File: src/hdl/tcsw_pkg.sv
// Shared types and constants for the text console screen writer.
// Used by tcsw_ctrl, tcsw_dp and text_console_screen_writer; no dependencies.
package tcsw_pkg;

	localparam int COLUMNS_DEF = 80;
	localparam int ROWS_DEF    = 25;

	localparam logic [2:0] OP_PRINT     = 3'd0;
	localparam logic [2:0] OP_BACKSPACE = 3'd1;
	localparam logic [2:0] OP_CLEAR     = 3'd2;
	localparam logic [2:0] OP_SET_CUR   = 3'd3;
	localparam logic [2:0] OP_READ_CELL = 3'd4;

	localparam logic [7:0] CHAR_NEWLINE = 8'd10;
	localparam logic [7:0] CHAR_BLANK   = 8'd32;
	localparam logic [7:0] CHAR_ERASED  = 8'd0;
	localparam logic [7:0] ATTR_DEFAULT = 8'h07;

	localparam logic [3:0] FG_RESET = 4'd7;
	localparam logic [3:0] BG_RESET = 4'd0;

	// Register index as decoded from the APB byte address
	localparam logic REG_FG = 1'b0;
	localparam logic REG_BG = 1'b1;

	localparam int CELL_W = 16;

	typedef struct packed {
		logic [2:0] op;
		logic [7:0] char_code;
		logic [6:0] col;
		logic [4:0] row;
	} cmd_word_t;

	typedef struct packed {
		logic [6:0] cursor_col;
		logic [4:0] cursor_row;
		logic       scrolled;
		logic       ignored;
		logic [7:0] cell_char;
		logic [7:0] cell_attr;
	} res_word_t;

	typedef enum logic [2:0] {
		ST_INIT,
		ST_INIT_DRAIN,
		ST_IDLE,
		ST_EXEC,
		ST_READ,
		ST_WALK,
		ST_DRAIN
	} state_t;

	typedef struct packed {
		logic load;       // latch the incoming command word
		logic exec;       // carry out the latched command
		logic walk;       // advance the screen walk by one cell
		logic read_done;  // hand the cell read to the result register
		logic drain_done; // hand the walk result to the result register
	} ctrl_cmd_t;

	typedef struct packed {
		logic go_walk;
		logic go_read;
		logic walk_last;
		logic out_free;
	} dp_status_t;

endpackage

File: src/hdl/tcsw_ctrl.sv
// Controller state machine for the screen writer: sequences init, execute, read and walk.
// Depends on tcsw_pkg.
module tcsw_ctrl (
	input  logic                clk,
	input  logic                arst_n,
	input  logic                cmd_valid,
	output logic                cmd_stall,
	input  tcsw_pkg::dp_status_t st,
	output tcsw_pkg::ctrl_cmd_t  cmd
);

	tcsw_pkg::state_t state_q, state_d;

	always_ff @(posedge clk or negedge arst_n) begin
		if (!arst_n) begin
			state_q <= tcsw_pkg::ST_INIT;
		end else begin
			state_q <= state_d;
		end
	end

	always_comb begin
		state_d = state_q;
		case (state_q)
			tcsw_pkg::ST_INIT: begin
				if (st.walk_last) state_d = tcsw_pkg::ST_INIT_DRAIN;
			end
			tcsw_pkg::ST_INIT_DRAIN: state_d = tcsw_pkg::ST_IDLE;
			tcsw_pkg::ST_IDLE: begin
				if (cmd_valid) state_d = tcsw_pkg::ST_EXEC;
			end
			tcsw_pkg::ST_EXEC: begin
				if (st.out_free) begin
					if (st.go_walk) state_d = tcsw_pkg::ST_WALK;
					else if (st.go_read) state_d = tcsw_pkg::ST_READ;
					else state_d = tcsw_pkg::ST_IDLE;
				end
			end
			tcsw_pkg::ST_READ: state_d = tcsw_pkg::ST_IDLE;
			tcsw_pkg::ST_WALK: begin
				if (st.walk_last) state_d = tcsw_pkg::ST_DRAIN;
			end
			tcsw_pkg::ST_DRAIN: state_d = tcsw_pkg::ST_IDLE;
			default: state_d = tcsw_pkg::ST_INIT;
		endcase
	end

	always_comb begin
		cmd       = '0;
		cmd_stall = 1'b1;
		case (state_q)
			tcsw_pkg::ST_INIT: cmd.walk = 1'b1;
			tcsw_pkg::ST_INIT_DRAIN: cmd = '0;
			tcsw_pkg::ST_IDLE: begin
				cmd_stall = 1'b0;
				cmd.load  = cmd_valid;
			end
			tcsw_pkg::ST_EXEC: cmd.exec = st.out_free;
			tcsw_pkg::ST_READ: cmd.read_done = 1'b1;
			tcsw_pkg::ST_WALK: cmd.walk = 1'b1;
			tcsw_pkg::ST_DRAIN: cmd.drain_done = 1'b1;
			default: cmd = '0;
		endcase
	end

endmodule

File: config.mk
export PLATFORM = sky130hd
export DESIGN_NAME = tcsw_ctrl
export DESIGN_NICKNAME = d
export VERILOG_FILES = /design/src/hdl/tcsw_pkg.sv /design/src/hdl/tcsw_ctrl.sv
export SDC_FILE = /design/constraint.sdc
export NUM_CORES = 1
export LEC_CHECK = 0
export ABC_AREA = 1
export CELL_PAD_IN_SITES_DETAIL_PLACEMENT = 1
export CELL_PAD_IN_SITES_GLOBAL_PLACEMENT = 1
export CORE_AREA = 3 3 40 42
export CTS_BUF_LIST = sky130_fd_sc_hd__clkbuf_4 sky130_fd_sc_hd__clkbuf_8 sky130_fd_sc_hd__clkbuf_16
export DETAILED_ROUTE_END_ITERATION = 12
export DIE_AREA = 0 0 43 45
export DONT_BUFFER_PORTS = 1
export MAX_ROUTING_LAYER = met4
export PLACE_DENSITY_LB_ADDON = 0.1
export SLEW_MARGIN = 20
export SYNTH_ARGS = -nofsm -noshare
export SYNTH_HDL_FRONTEND = slang
export SYNTH_SLANG_ARGS = --single-unit
export TNS_END_PERCENT = 1
File: constraint.sdc
create_clock -name clk -period 2.85 [get_ports clk]
set_input_delay 0.285 -clock clk [delete_from_list [all_inputs] [get_ports clk]]
set_output_delay 0.285 -clock clk [all_outputs]
set_load 0.005 [all_outputs]
# Yosys cells after proc, flatten, opt, wreduce, memory -nomap -nowiden
# Cells that the tools add are included.
[totals] ff_bits=3 output_inout_bits=6
[op_classes] eq_ne=10 mux=13 n_reduce_logical=4
[ops] op="3-bit two-way mux" count=6
[ops] op="3-bit case mux with 5 select lines" count=1
[ops] op="3-bit equality test, second input constant" count=3
[ops] op="2-bit != test, second input constant" count=4
[ops] op="3-bit by 2-bit equality test with 1-bit output, second input constant" count=2
[ops] op="1-bit two-way mux" count=6
[ops] op="4-bit AND reduction" count=1
[ops] op="3-bit by 1-bit equality test with 1-bit output, second input constant" count=1
[ops] op="3-bit zero test" count=1
[ops] op="3-bit OR reduction" count=1
[ops] op="2-bit OR reduction" count=1

# Depth between registers and ports, before layout
# Gate-level depths: netlist of the first run.
[depth] depth_word=4 depth_mapped=8 depth_no_buf=7

# Worst setup path after synthesis of the first run
# OpenSTA, ideal clock, no wires.
[synth_path] kind="register to register" from="register state_q[0]" to="register state_q[0]" setup_ns=0.116 t_arrival_ns=0.913 required_ns=2.734 setup_slack_ns=1.820 path_stages_with_launch=8 period_less_slack_ns=1.030 path_cell_list="dfrtp_1 -> buf_6 -> nand3_1 -> nor2_1 -> nor2_2 -> nand2_1 -> nand2_1 -> nand2_1"
[synth_between] elab_chain_cells=3 word_cells_on_any_way=14 cone_classes="eq/ne: 10; mux: 1; reduce/logical: 3"
[synth_lines] element="start: declaration" line_no="tcsw_ctrl.sv:12" rtl="tcsw_pkg::state_t state_q, state_d;"
[synth_lines] element="start signal: assignment" line_no="tcsw_ctrl.sv:16" rtl="state_q <= tcsw_pkg::ST_INIT;"
[synth_lines] element="start signal: assignment" line_no="tcsw_ctrl.sv:18" rtl="state_q <= state_d;"
[synth_lines] element="3-bit equality test (tied with other cells)" line_no="tcsw_ctrl.sv:24" rtl="case (state_q)"
[synth_lines] element="3-bit OR reduction (no line) / 2-bit != test (equally long branches)"
[synth_lines] element="3-bit case mux with 5 select lines / 4-bit AND reduction (equally long branches)"
# Parallel ways exist; a longest one is shown, timed or not.
# A chain may end at the register's enable or synchronous reset.

==> results of run 1 <==
## cells in the final DEF, fill, tap and decap left out, drive strengths merged
master,Yosys,final
nand2,9,9
nand3,7,7
inv,7,7
nor2,6,6
clkbuf,0,4
dfrtp,3,3
nor3,2,2
o21ai,2,2
nand4,1,1
a21oi,1,1
dlygate4sd3,0,1
## worst register-to-register path, delay by kind of cell, from the launching register on
family	cells	cell delay [ns]
flops	1	0.47
simple gates	6	0.61
## how the worst max path moves through the flow
stage	depth (start not counted)	startpoint	end
global route	2	state_q[0]	cmd[3]
finish	2	state_q[1]	cmd[0]
CTS	2	state_q[1]	cmd[0]
detailed placement	7	state_q[0]	state_q[0]
floorplan	7	state_q[0]	state_q[0]
global placement	6	state_q[0]	state_q[0]
## synthesized netlist by cell type
library cell,n
sky130_fd_sc_hd__a21oi_1,1
sky130_fd_sc_hd__buf_6,1
sky130_fd_sc_hd__dfrtp_1,3
sky130_fd_sc_hd__inv_1,3
sky130_fd_sc_hd__inv_2,4
sky130_fd_sc_hd__nand2_1,7
sky130_fd_sc_hd__nand2_2,1
sky130_fd_sc_hd__nand2_4,1
sky130_fd_sc_hd__nand3_1,6
sky130_fd_sc_hd__nand3_2,1
sky130_fd_sc_hd__nand4_1,1
sky130_fd_sc_hd__nor2_1,5
sky130_fd_sc_hd__nor2_2,1
sky130_fd_sc_hd__nor3_1,2
sky130_fd_sc_hd__o21ai_0,1
sky130_fd_sc_hd__o21ai_1,1
## metrics by stage
stage          area [um^2]  setup WS, ns  cells  utilization  hold slack (ns)
3_3_place_gp           260          1.66     53        0.203          -0.0105
3_5_place_dp           260          1.64     53        0.203          -0.0105
5_1_grt                300          1.39     58        0.234            0.304
6_report               300          1.46     58        0.234            0.288
2_1_floorplan          253          1.82     39            -          -0.0106
4_1_cts                300          1.44     58        0.234            0.287
## repair_timing
action                                  CTS  global route
hold endpoints to repair                  3             0
endpoints found under the setup margin    0             0
hold buffers                              1             0
## logic make-up after synthesis
| family | share of synthesized area |
|---|---|
| compound gates | 0.0593 |
| buf+inv | 0.148 |
| flops | 0.297 |
| simple gates | 0.495 |
## area by class of cell
| type | count | area, um^2 |
|---|---|---|
| clock buffer | 4 | 30.0 |
| timing repair buffer | 1 | 10.0 |
| inverter | 7 | 26.3 |
| fill | 165 | 985 |
| multi-input combinational | 28 | 140 |
| sequential | 3 | 75.1 |
| tap | 15 | 18.8 |
## power breakdown
part / total (mW) / internal (mW) / switching, mW
Clock: 0.0837 / 0.0619 / 0.0217
Sequential: 0.100 / 0.0617 / 0.0387
Combinational: 0.151 / 0.0510 / 0.0999
Total: 0.335 / 0.175 / 0.160
## per-layer routing
metal / routed length [um] / track usage / up-vias
met5: 0 / - / -
met2: 306 / 0.132 / 14
met3: 81 / 0.0398 / 2
li1: - / - / 131
met4: 11 / 0.0361 / 0
met1: 326 / 0.0995 / 112
==> impl_results.rst, run 1 <==
.. list-table::
   :header-rows: 1

   * - Metric
     - Value
   * - Global route overflow
     - 0
   * - Mean number of vias per cell
     - ~4.5
   * - Endpoint of the worst hold-timing path
     - state_q[2]
   * - Number of unique standard cell types used by synthesis
     - 16
   * - Setup_tns
     - 0 ns
   * - Largest cells by area after synthesis
     - sky130_fd_sc_hd__dfrtp_1 (30%), sky130_fd_sc_hd__nand3_1 (12%), sky130_fd_sc_hd__nand2_1 (10%), sky130_fd_sc_hd__nor2_1 (7.4%), sky130_fd_sc_hd__inv_2 (5.9%)
   * - Antenna-violating nets left
     - 0
   * - Post-layout power
     - 335 uW
   * - Global-route wire length before repair
     - around 1200 um
   * - CP top delay family
     - flip-flops
   * - Required @ worst endpoint
     - between 2 and 3 ns
   * - Reg-to-Reg Start
     - state_q[0]
   * - Arrival time worst endpoint
     - 1.10 ns
   * - Die Area
     - ~1900 um^2
   * - Die extent in x
     - between 40 and 50 um
   * - Number of buffers inserted by port buffering
     - 0
   * - Static leakage power
     - between 0.15 and 0.2 nW
   * - Power per standard cell area
     - about 1100 nW/um^2
   * - Synth Instances
     - 39
   * - Min Tclk post-route
     - 1.39 ns
   * - Skew final
     - about 0.00088 ns
   * - Antenna diodes
     - 0
   * - Detailed Routing Iterations Pass 1
     - 4
   * - Least-Margin Pin Slew
     - 0.320 ns
   * - Die height
     - around 45 um
   * - Number of buffers created by CTS
     - 3
   * - Crit Reg-Reg Endpoint
     - state_q[0]
   * - 1st-iter DRT viols
     - 6
   * - Period Utilization, post-route
     - 0.488
   * - Seq/Total Area, Yosys
     - 0.297
   * - Detailed Route WL
     - just over 700 um
   * - Reg2Reg Depth
     - 6
   * - Post-synthesis area per instance
     - 6.48 um^2
   * - Slew Viols, Final
     - 0
   * - Final GP Congestion
     - roughly 0.79
   * - Flip-flop and latch count after synthesis
     - 3
   * - Placeable core region
     - ~1300 um^2
   * - Critical path capture point type
     - output pin
   * - Delay contributed by the slowest stage of the critical path
     - ~0.47 ns
   * - Biggest registers after layout
     - state_q (3)
   * - Start point of the worst hold path
     - st[1]
   * - Fraction of synthesized cell area taken by the top area cell type
     - 0.297
   * - Number of antenna violations at the first check in global routing
     - 0
   * - Boundary pin count
     - 13
   * - Critical Path, Cell by Cell
     - inv_2 > nor3_1
   * - Total of cells resized after clock tree synthesis
     - 0
   * - Synthesized netlist net count
     - 46
   * - Maximum clock rate
     - roughly 720 MHz
   * - Clock transition at the register clock pins on the worst setup and hold paths after CTS
     - 0.04 ns
   * - Pin count of the biggest net entering global routing
     - 10
   * - Flop2flop setup slack
     - approximately 1.7 ns
   * - Clock latency of the later-clocked register in the worst-skew pair
     - ~0.23 ns
   * - Final count of negative-setup-slack endpoints
     - 0
   * - Cell area after synthesis
     - ~250 um^2
   * - Path type of the worst setup path
     - register to output pin
   * - TritonCTS clock tree
     - yes
   * - Crit path max-delay cell type
     - sky130_fd_sc_hd__dfrtp_1
   * - Number of setup buffers added after CTS
     - 0
   * - Setup repair after global routing missed its margin
     - no
   * - CTS sink count
     - 3
   * - Aggregate global-route resource usage
     - 0.0868
   * - Number of warnings issued by yosys
     - 0
   * - Starting density of the core
     - 0.197
   * - Slew Limit Headroom
     - 0.785
   * - Dominant cell type by area after synthesis
     - sky130_fd_sc_hd__dfrtp_1
   * - Share of final-layout standard cells stronger than drive strength 1
     - 0.279
   * - Maximum clock insertion buffer count
     - 2
   * - DR WL/cell
     - roughly 13 um
   * - Vias
     - between 200 and 300
   * - H-tree depth
     - 1
   * - Clock Tree Root
     - sky130_fd_sc_hd__clkbuf_4
   * - Post-detailed-route DRC marker count
     - 0
   * - Worst VDD drop
     - 0.184 mV
   * - Placement row count
     - 13
   * - Number of endpoints with negative hold slack in the final report
     - 0
   * - Hold path depth
     - 3
   * - Bufs and invs on worst path
     - 1
   * - Via count of the first global-routing pass
     - just under 300
   * - Net count of the finished layout
     - 51
   * - Largest register by flop count
     - state_q
   * - Area overhead of the layout relative to synthesis
     - 18.8%
   * - Worst hold-check path type
     - primary input to register
   * - Max reg flops
     - 3
   * - Run status
     - complete, no violations
   * - Max capacitance violation total
     - 0
   * - Maximum fanout count along the critical path
     - 6
   * - HPWL after DPL
     - just under 600 um
   * - Worst Setup Start Kind
     - register
Power figures use the tool's default switching activity.
==> run 2: changes to the inputs <==
clock period = 1.19 ns   (was 2.85 ns; I/O delays follow)
==> run 2 against run 1 <==
Against the previous run:
- combinational power increased to 3.1 times the previous value
- clock-buffer cell count unchanged
- sequential cell count unchanged
- power increased to 2.7 times the previous value
- worst setup slack got worse by 1.4 ns
- die area unchanged
- first-iteration DRC count decreased by 33%
- sequential power increased by 140%
- clock skew increased by 0.0023 ns
==> impl_results.rst, run 2 (synthesis gave the netlist of run 1 again) <==
.. list-table::
   :header-rows: 1

   * - Metric
     - Value
   * - Largest register by flop count
     - state_q (unchanged)
   * - Mean number of vias per cell
     - 4.53 (was 4.47)
   * - Reg2Reg Depth
     - 6 (unchanged)
   * - TritonCTS clock tree
     - yes (unchanged)
   * - Pin count of the biggest net entering global routing
     - 7 (was 10)
   * - Number of buffers inserted by port buffering
     - 0 (unchanged)
   * - Maximum fanout count along the critical path
     - 6 (unchanged)
   * - Worst Setup Start Kind
     - register (unchanged)
   * - Min Tclk post-route
     - approximately 1.2 ns
   * - Vias
     - 281 (was 259)
   * - Filler Cells Inserted
     - 171 (was 165)
   * - Net switching power
     - 421 uW (was 160 uW)
   * - HPWL after DPL
     - 650 um (was 592 um)
   * - Arrival time worst endpoint
     - 1.03 ns (was 1.10 ns)
   * - Worst hold-check path type
     - primary input to register (unchanged)
   * - Biggest registers after layout
     - state_q (3) (unchanged)
   * - Leading cell types in the layout, fill and taps excluded
     - sky130_fd_sc_hd__nand2_1 (7), sky130_fd_sc_hd__nand3_1 (5) (was sky130_fd_sc_hd__nand2_1 (7), sky130_fd_sc_hd__nand3_1 (6), sky130_fd_sc_hd__nor2_1 (5))
   * - Aggregate global-route resource usage
     - 0.0929 (was 0.0868)
   * - Via count of the first global-routing pass
     - 290 (was 292)
   * - Area overhead of the layout relative to synthesis
     - 36.6% (was 18.8%)
   * - Clock latency of the later-clocked register in the worst-skew pair
     - 0.23 ns (about the same)
   * - Worst slack after detailed placement
     - 0.0163 ns (was 1.64 ns)
   * - Smallest hold slack
     - 0.128 ns (was 0.288 ns)
   * - Period Utilization, post-route
     - 0.967
   * - 1st-iter DRT viols
     - 4 (was 6)
   * - Post-layout power
     - 909 uW (was 335 uW)
   * - Least-Margin Pin Slew
     - 0.259 ns (was 0.320 ns)
   * - Maximum clock rate
     - around 870 MHz
   * - DR WL/cell
     - 12.0 um (was 12.5 um)
   * - CTS sink count
     - 3 (unchanged)
   * - Static leakage power
     - 0.189 nW (was 0.169 nW)
   * - Placeable core region
     - 1280 um^2 (unchanged)
   * - Placement row count
     - 13 (unchanged)
   * - H-tree depth
     - 1 (unchanged)
   * - Global-route wire length before repair
     - 1250 um (was 1180 um)
   * - Die Area
     - 1940 um^2 (unchanged)
   * - Number of buffers created by CTS
     - 3 (unchanged)
   * - Antenna diodes
     - 0 (unchanged)
   * - Clock Tree Root
     - sky130_fd_sc_hd__clkbuf_4 (unchanged)
   * - Skew final
     - 0.00318 ns (was 0.000877 ns)
   * - Run status
     - complete, no violations (unchanged)
   * - Starting density of the core
     - 0.197 (unchanged)
   * - Path type of the worst setup path
     - register to output pin (unchanged)
   * - Max reg flops
     - 3 (unchanged)
   * - Flop2flop setup slack
     - 0.08 ns (was 1.66 ns)
   * - Clock transition at the register clock pins on the worst setup and hold paths after CTS
     - 0.04 ns (about the same)
   * - Most common library cell in the layout ignoring fill and taps
     - sky130_fd_sc_hd__nand2_1 (unchanged)
   * - Maximum clock insertion buffer count
     - 2 (unchanged)
   * - Reg-to-Reg Start
     - state_q[2] (was state_q[0])
   * - Crit Reg-Reg Endpoint
     - state_q[2] (was state_q[0])
   * - Final count of negative-setup-slack endpoints
     - 0 (unchanged)
   * - Boundary pin count
     - 13 (unchanged)
   * - Cell count after placement
     - 55 (was 53)
   * - Portion of total power attributed to combinational logic
     - 0.517 (was 0.451)
   * - Critical path capture point type
     - output pin (unchanged)
   * - Setup repair after global routing missed its margin
     - yes (was no)
   * - Launch point of the worst path
     - state_q[0] (was state_q[1])
   * - Post-detailed-route DRC marker count
     - 0 (unchanged)
   * - Antenna-violating nets left
     - 0 (unchanged)
   * - Start point of the worst hold path
     - st[1] (unchanged)
   * - Power Internal
     - 488 uW (was 175 uW)
   * - Global route overflow
     - 0 (unchanged)
   * - Die height
     - 45 um (unchanged)
   * - Final Instance Count excl. Fillers
     - 62 (was 58)
   * - Switching portion of total power
     - 0.463 (was 0.479)
   * - Required @ worst endpoint
     - 1.07 ns (was 2.57 ns)
   * - Number of endpoints with negative hold slack in the final report
     - 0 (unchanged)
   * - Number of antenna violations at the first check in global routing
     - 0 (unchanged)
   * - Endpoint of the worst hold-timing path
     - state_q[2] (unchanged)
   * - Detailed Route WL
     - 747 um (was 726 um)
   * - Hold path depth
     - 3 (unchanged)
   * - Slew Viols, Final
     - 0 (unchanged)
   * - Detailed Routing Iterations Pass 1
     - 4 (unchanged)
   * - Power per standard cell area
     - 2630 nW/um^2 (was 1120 nW/um^2)
   * - Share of final-layout standard cells stronger than drive strength 1
     - 0.447 (was 0.279)
   * - Final GP Congestion
     - 0.827 (was 0.790)
   * - Post-route worst setup slack
     - 0.0397 ns (was 1.46 ns)
   * - Die extent in x
     - 43 um (unchanged)
   * - Clock network fraction of total power
     - 0.222 (was 0.250)
   * - Max capacitance violation total
     - 0 (unchanged)
   * - Net count of the finished layout
     - 55 (was 51)
   * - Share of power burned in registers
     - 0.262 (was 0.300)
   * - Worst VDD drop
     - 0.465 mV (was 0.184 mV)
   * - Slew Limit Headroom
     - 0.826 (was 0.785)
run 2: worst max-delay path by stage:
stage | cells past startpoint | slack, ns | end
final | 2 | 0.04 | cmd[1]
after detailed placement | 6 | 0.02 | state_q[0]
after floorplan | 7 | 0.16 | state_q[0]
after CTS | 2 | 0.005 | cmd[1]
after global routing | 2 | -0.02 | cmd[1]
after global placement | 6 | 0.02 | state_q[0]
run 2: worst max-delay path: stages, from the launching register on:
cell	delay (ns)
sky130_fd_sc_hd__dfrtp_2	0.44
sky130_fd_sc_hd__buf_4	0.17
sky130_fd_sc_hd__nor3_2	0.19
run 2: area by class of cell:
type,count,area (um^2),share of cell area
Clock buffer,4,30.0,0.0870
Timing Repair Buffer,5,40.0,0.116
Multi-Input combinational cell,28,153,0.442
Inverter,7,26.3,0.0761
Tap cell,15,18.8,0.0543
Sequential cell,3,77.6,0.225
run 2: timing repair:
action | 4_1_cts | 5_1_grt
endpoints found under the hold margin | 3 | 0
pin swaps | 0 | 0
setup buffers | 0 | 2
endpoints found under the setup margin | 2 | 6
hold buffers | 1 | 0
gates resized for setup | 2 | 3
gates cloned | 0 | 0
run 2: per-layer routing:
layer  up-vias  routed length (um)  global-route usage  part of all wire
met5         -                   0                   -                 0
li1        142                   -                   -                 -
met2        11                 342               0.126              0.46
met4         0                   0              0.0542                 0
met3         0                  70              0.0478             0.094
met1       128                 335               0.109              0.45
run 2: metrics by stage:
step           setup TNS (ns)  utilization  area, um^2
2_1_floorplan               0            -         253
3_3_place_gp                0        0.214         275
3_5_place_dp                0        0.214         275
4_1_cts                     0        0.250         322
5_1_grt               -0.0386        0.269         345
6_report                    0        0.269         345
run 2: power by group through the flow:
stage	clock, mW	combinational, mW	sequential [mW]
finish	0.202	0.470	0.238
global route	0.222	0.525	0.249
CTS	0.210	0.438	0.228
detailed placement	0	0.426	0.224
global placement	0	0.415	0.223
floorplan	0	0.357	0.187
==> run 3: changes to the inputs <==
==> constraint.sdc (replaced) <==
create_clock -name clk -period 1.19 [get_ports clk]
set_input_delay 0.238 -clock clk [delete_from_list [all_inputs] [get_ports clk]]
set_output_delay 0.238 -clock clk [all_outputs]
set_load 0.005 [all_outputs]
==> run 3 against run 2 <==
Against the previous run:
- the run now ends with setup timing left
- routed wire length rose by 7.2%
- die area stayed put
- clock skew down 0.0029 ns
- highest routed layer unchanged
==> impl_results.rst, run 3 (synthesis gave the netlist of run 1 again) <==
.. list-table::
   :header-rows: 1

   * - Metric
     - Value
   * - Run status
     - complete, but fails checks (was complete, no violations)
   * - Violations in the final reports
     - setup timing
   * - Placeable core region
     - 1280 um^2 (unchanged)
   * - Global route overflow
     - 0 (unchanged)
   * - Core occupancy in the finished layout
     - 0.321 (was 0.269)
   * - Setup_tns
     - -0.247 ns (was 0 ns)
   * - Area overhead of the layout relative to synthesis
     - 63.4% (was 36.6%)
   * - Power per standard cell area
     - 2680 nW/um^2 (was 2630 nW/um^2)
   * - Share of final-layout standard cells stronger than drive strength 1
     - 0.520 (was 0.447)
   * - Detailed Routing Iterations Pass 1
     - 2 (was 4)
   * - Mean number of vias per cell
     - 4.51 (was 4.53)
   * - GR Layer Usage met3
     - 0.0159 (was 0.0478)
   * - GR Layer Usage met1
     - 0.119 (was 0.109)
   * - Period Utilization, post-route
     - 1.04 (was 0.967)
   * - Post-layout instance area
     - 413 um^2 (was 345 um^2)
   * - Final count of negative-setup-slack endpoints
     - 6 (was 0)
   * - Post-placement cell area
     - 275 um^2 (unchanged)
   * - Die extent in x
     - 43 um (unchanged)
   * - Skew final
     - 0.000269 ns (was 0.00318 ns)
   * - Min Tclk post-route
     - 1.24 ns (was 1.15 ns)
   * - Setup repair after global routing missed its margin
     - yes (unchanged)
   * - Final GP Congestion
     - 0.806 (was 0.827)
   * - Aggregate global-route resource usage
     - 0.101 (was 0.0929)
   * - Critical Path, Cell by Cell
     - nor3_1 (was buf_4 > nor3_2)
   * - Biggest registers after layout
     - state_q (3) (unchanged)
   * - 1st-iter DRT viols
     - 1 (was 4)
   * - Path type of the worst setup path
     - register to output pin (unchanged)
   * - Clock Tree Root
     - sky130_fd_sc_hd__clkbuf_4 (unchanged)
   * - Number of buffers created by CTS
     - 3 (unchanged)
   * - Number of buffers inserted by port buffering
     - 0 (unchanged)
   * - Worst VDD drop
     - 0.635 mV (was 0.465 mV)
   * - Critical path capture point type
     - output pin (unchanged)
   * - Placement row count
     - 13 (unchanged)
   * - Largest register by flop count
     - state_q (unchanged)
   * - Maximum fanout count along the critical path
     - 5 (was 6)
   * - Slew Limit Headroom
     - 0.818 (was 0.826)
   * - Worst hold-check path type
     - primary input to register (unchanged)
   * - Worst Setup Start Kind
     - register (unchanged)
   * - Starting density of the core
     - 0.197 (unchanged)
   * - Net count of the finished layout
     - 58 (was 55)
   * - Antenna-violating nets left
     - 0 (unchanged)
   * - Static leakage power
     - 0.210 nW (was 0.189 nW)
   * - Delay contributed by the slowest stage of the critical path
     - 0.47 ns (was 0.44 ns)
   * - Crit path max-delay cell type
     - sky130_fd_sc_hd__dfrtp_2 (unchanged)
   * - Clock latency of the later-clocked register in the worst-skew pair
     - 0.23 ns (about the same)
   * - Least-Margin Pin Slew
     - 0.271 ns (was 0.259 ns)
   * - Cell count after placement
     - 55 (unchanged)
   * - Arrival time worst endpoint
     - 1.00 ns (was 1.03 ns)
   * - Number of antenna violations at the first check in global routing
     - 0 (unchanged)
   * - Max capacitance violation total
     - 0 (unchanged)
   * - Boundary pin count
     - 13 (unchanged)
   * - Pin count of the biggest net entering global routing
     - 7 (unchanged)
   * - Clock transition at the register clock pins on the worst setup and hold paths after CTS
     - 0.04 ns (about the same)
   * - Worst slack after detailed placement
     - -0.00519 ns (was 0.0163 ns)
   * - Global-route wire length before repair
     - 1360 um (was 1250 um)
   * - Slew Viols, Final
     - 0 (unchanged)
   * - Met2 capacity usage during global routing
     - 0.156 (was 0.126)
   * - Die height
     - 45 um (unchanged)
   * - Vias
     - 293 (was 281)
   * - Most common library cell in the layout ignoring fill and taps
     - sky130_fd_sc_hd__nand2_1 (unchanged)
   * - Post-route worst setup slack
     - -0.0487 ns (was 0.0397 ns)
   * - Post-layout power
     - 1.11 mW (was 909 uW)
   * - Die Area
     - 1940 um^2 (unchanged)
   * - Bufs and invs on worst path
     - 0 (was 1)
   * - Via count of the first global-routing pass
     - 335 (was 290)
   * - Maximum clock insertion buffer count
     - 2 (unchanged)
   * - Max reg flops
     - 3 (unchanged)
   * - Required @ worst endpoint
     - 0.95 ns (was 1.07 ns)
   * - CP top delay family
     - flip-flops (unchanged)
   * - Antenna diodes
     - 0 (unchanged)
   * - TritonCTS clock tree
     - yes (unchanged)
   * - Smallest hold slack
     - 0.246 ns (was 0.128 ns)
   * - H-tree depth
     - 1 (unchanged)
   * - Detailed Route WL
     - 801 um (was 747 um)
   * - Number of endpoints with negative hold slack in the final report
     - 0 (unchanged)
   * - HPWL after DPL
     - 592 um (was 650 um)
   * - Post-detailed-route DRC marker count
     - 0 (unchanged)
   * - Global-route layer with the greatest usage
     - met2 (unchanged)
   * - CTS sink count
     - 3 (unchanged)
   * - Maximum clock rate
     - 807 MHz (was 869 MHz)
   * - Leading cell types in the layout, fill and taps excluded
     - sky130_fd_sc_hd__nand2_1 (7), sky130_fd_sc_hd__buf_4 (5), sky130_fd_sc_hd__clkbuf_4 (4) (was sky130_fd_sc_hd__nand2_1 (7), sky130_fd_sc_hd__nand3_1 (5))
   * - Final Instance Count excl. Fillers
     - 65 (was 62)
   * - DR WL/cell
     - 12.3 um (was 12.0 um)
-- run 3: worst paths after layout --
check	startpoint	to	slack [ns]	cells after the start
max	state_q[1]	cmd[1]	-0.05	1
min	st[1]	state_q[2]	0.25	3
max reg2reg	state_q[1]	state_q[0]	0.06	6
min reg2reg	state_q[2]	state_q[1]	0.81	5
max in group asynchronous	arst_n	state_q[1]	0.76	1
min in group asynchronous	arst_n	state_q[2]	0.27	1
-- run 3: layout make-up --
cell class / count / area [um^2]
well taps: 15 / 18.8
clock buffers: 4 / 30.0
repair buffers: 8 / 70.1
fillers: 168 / 872
multi-input cells: 28 / 185
inverters: 7 / 31.3
flip-flops and latches: 3 / 77.6
-- run 3: where the power goes --
part	internal (mW)	switching, mW
clock	0.148	0.0503
sequential	0.155	0.106
combinational	0.312	0.337
total	0.615	0.493
-- run 3: worst register-to-register path, cell delays in order (launching register included) --
cell	delay, ns
sky130_fd_sc_hd__dfrtp_2	0.47
sky130_fd_sc_hd__nand3_4	0.13
sky130_fd_sc_hd__nor2_1	0.06
sky130_fd_sc_hd__nor2_2	0.18
sky130_fd_sc_hd__nand2_1	0.07
sky130_fd_sc_hd__nand2_1	0.06
sky130_fd_sc_hd__nand2_1	0.04
-- run 3: what timing repair did --
item / in CTS / in global routing
resized for setup: 12 / 3
hold endpoints to repair: 3 / 0
endpoints found under the setup margin: 7 / 7
pin swaps: 3 / 1
setup buffers: 5 / 0
hold buffers: 1 / 0
-- run 3: metal layers --
layer	up-vias	part of all wire	wire [um]
met2	11	0.49	395
met5	-	0	0
met1	135	0.43	346
met4	0	0	0
li1	147	-	-
met3	0	0.075	60
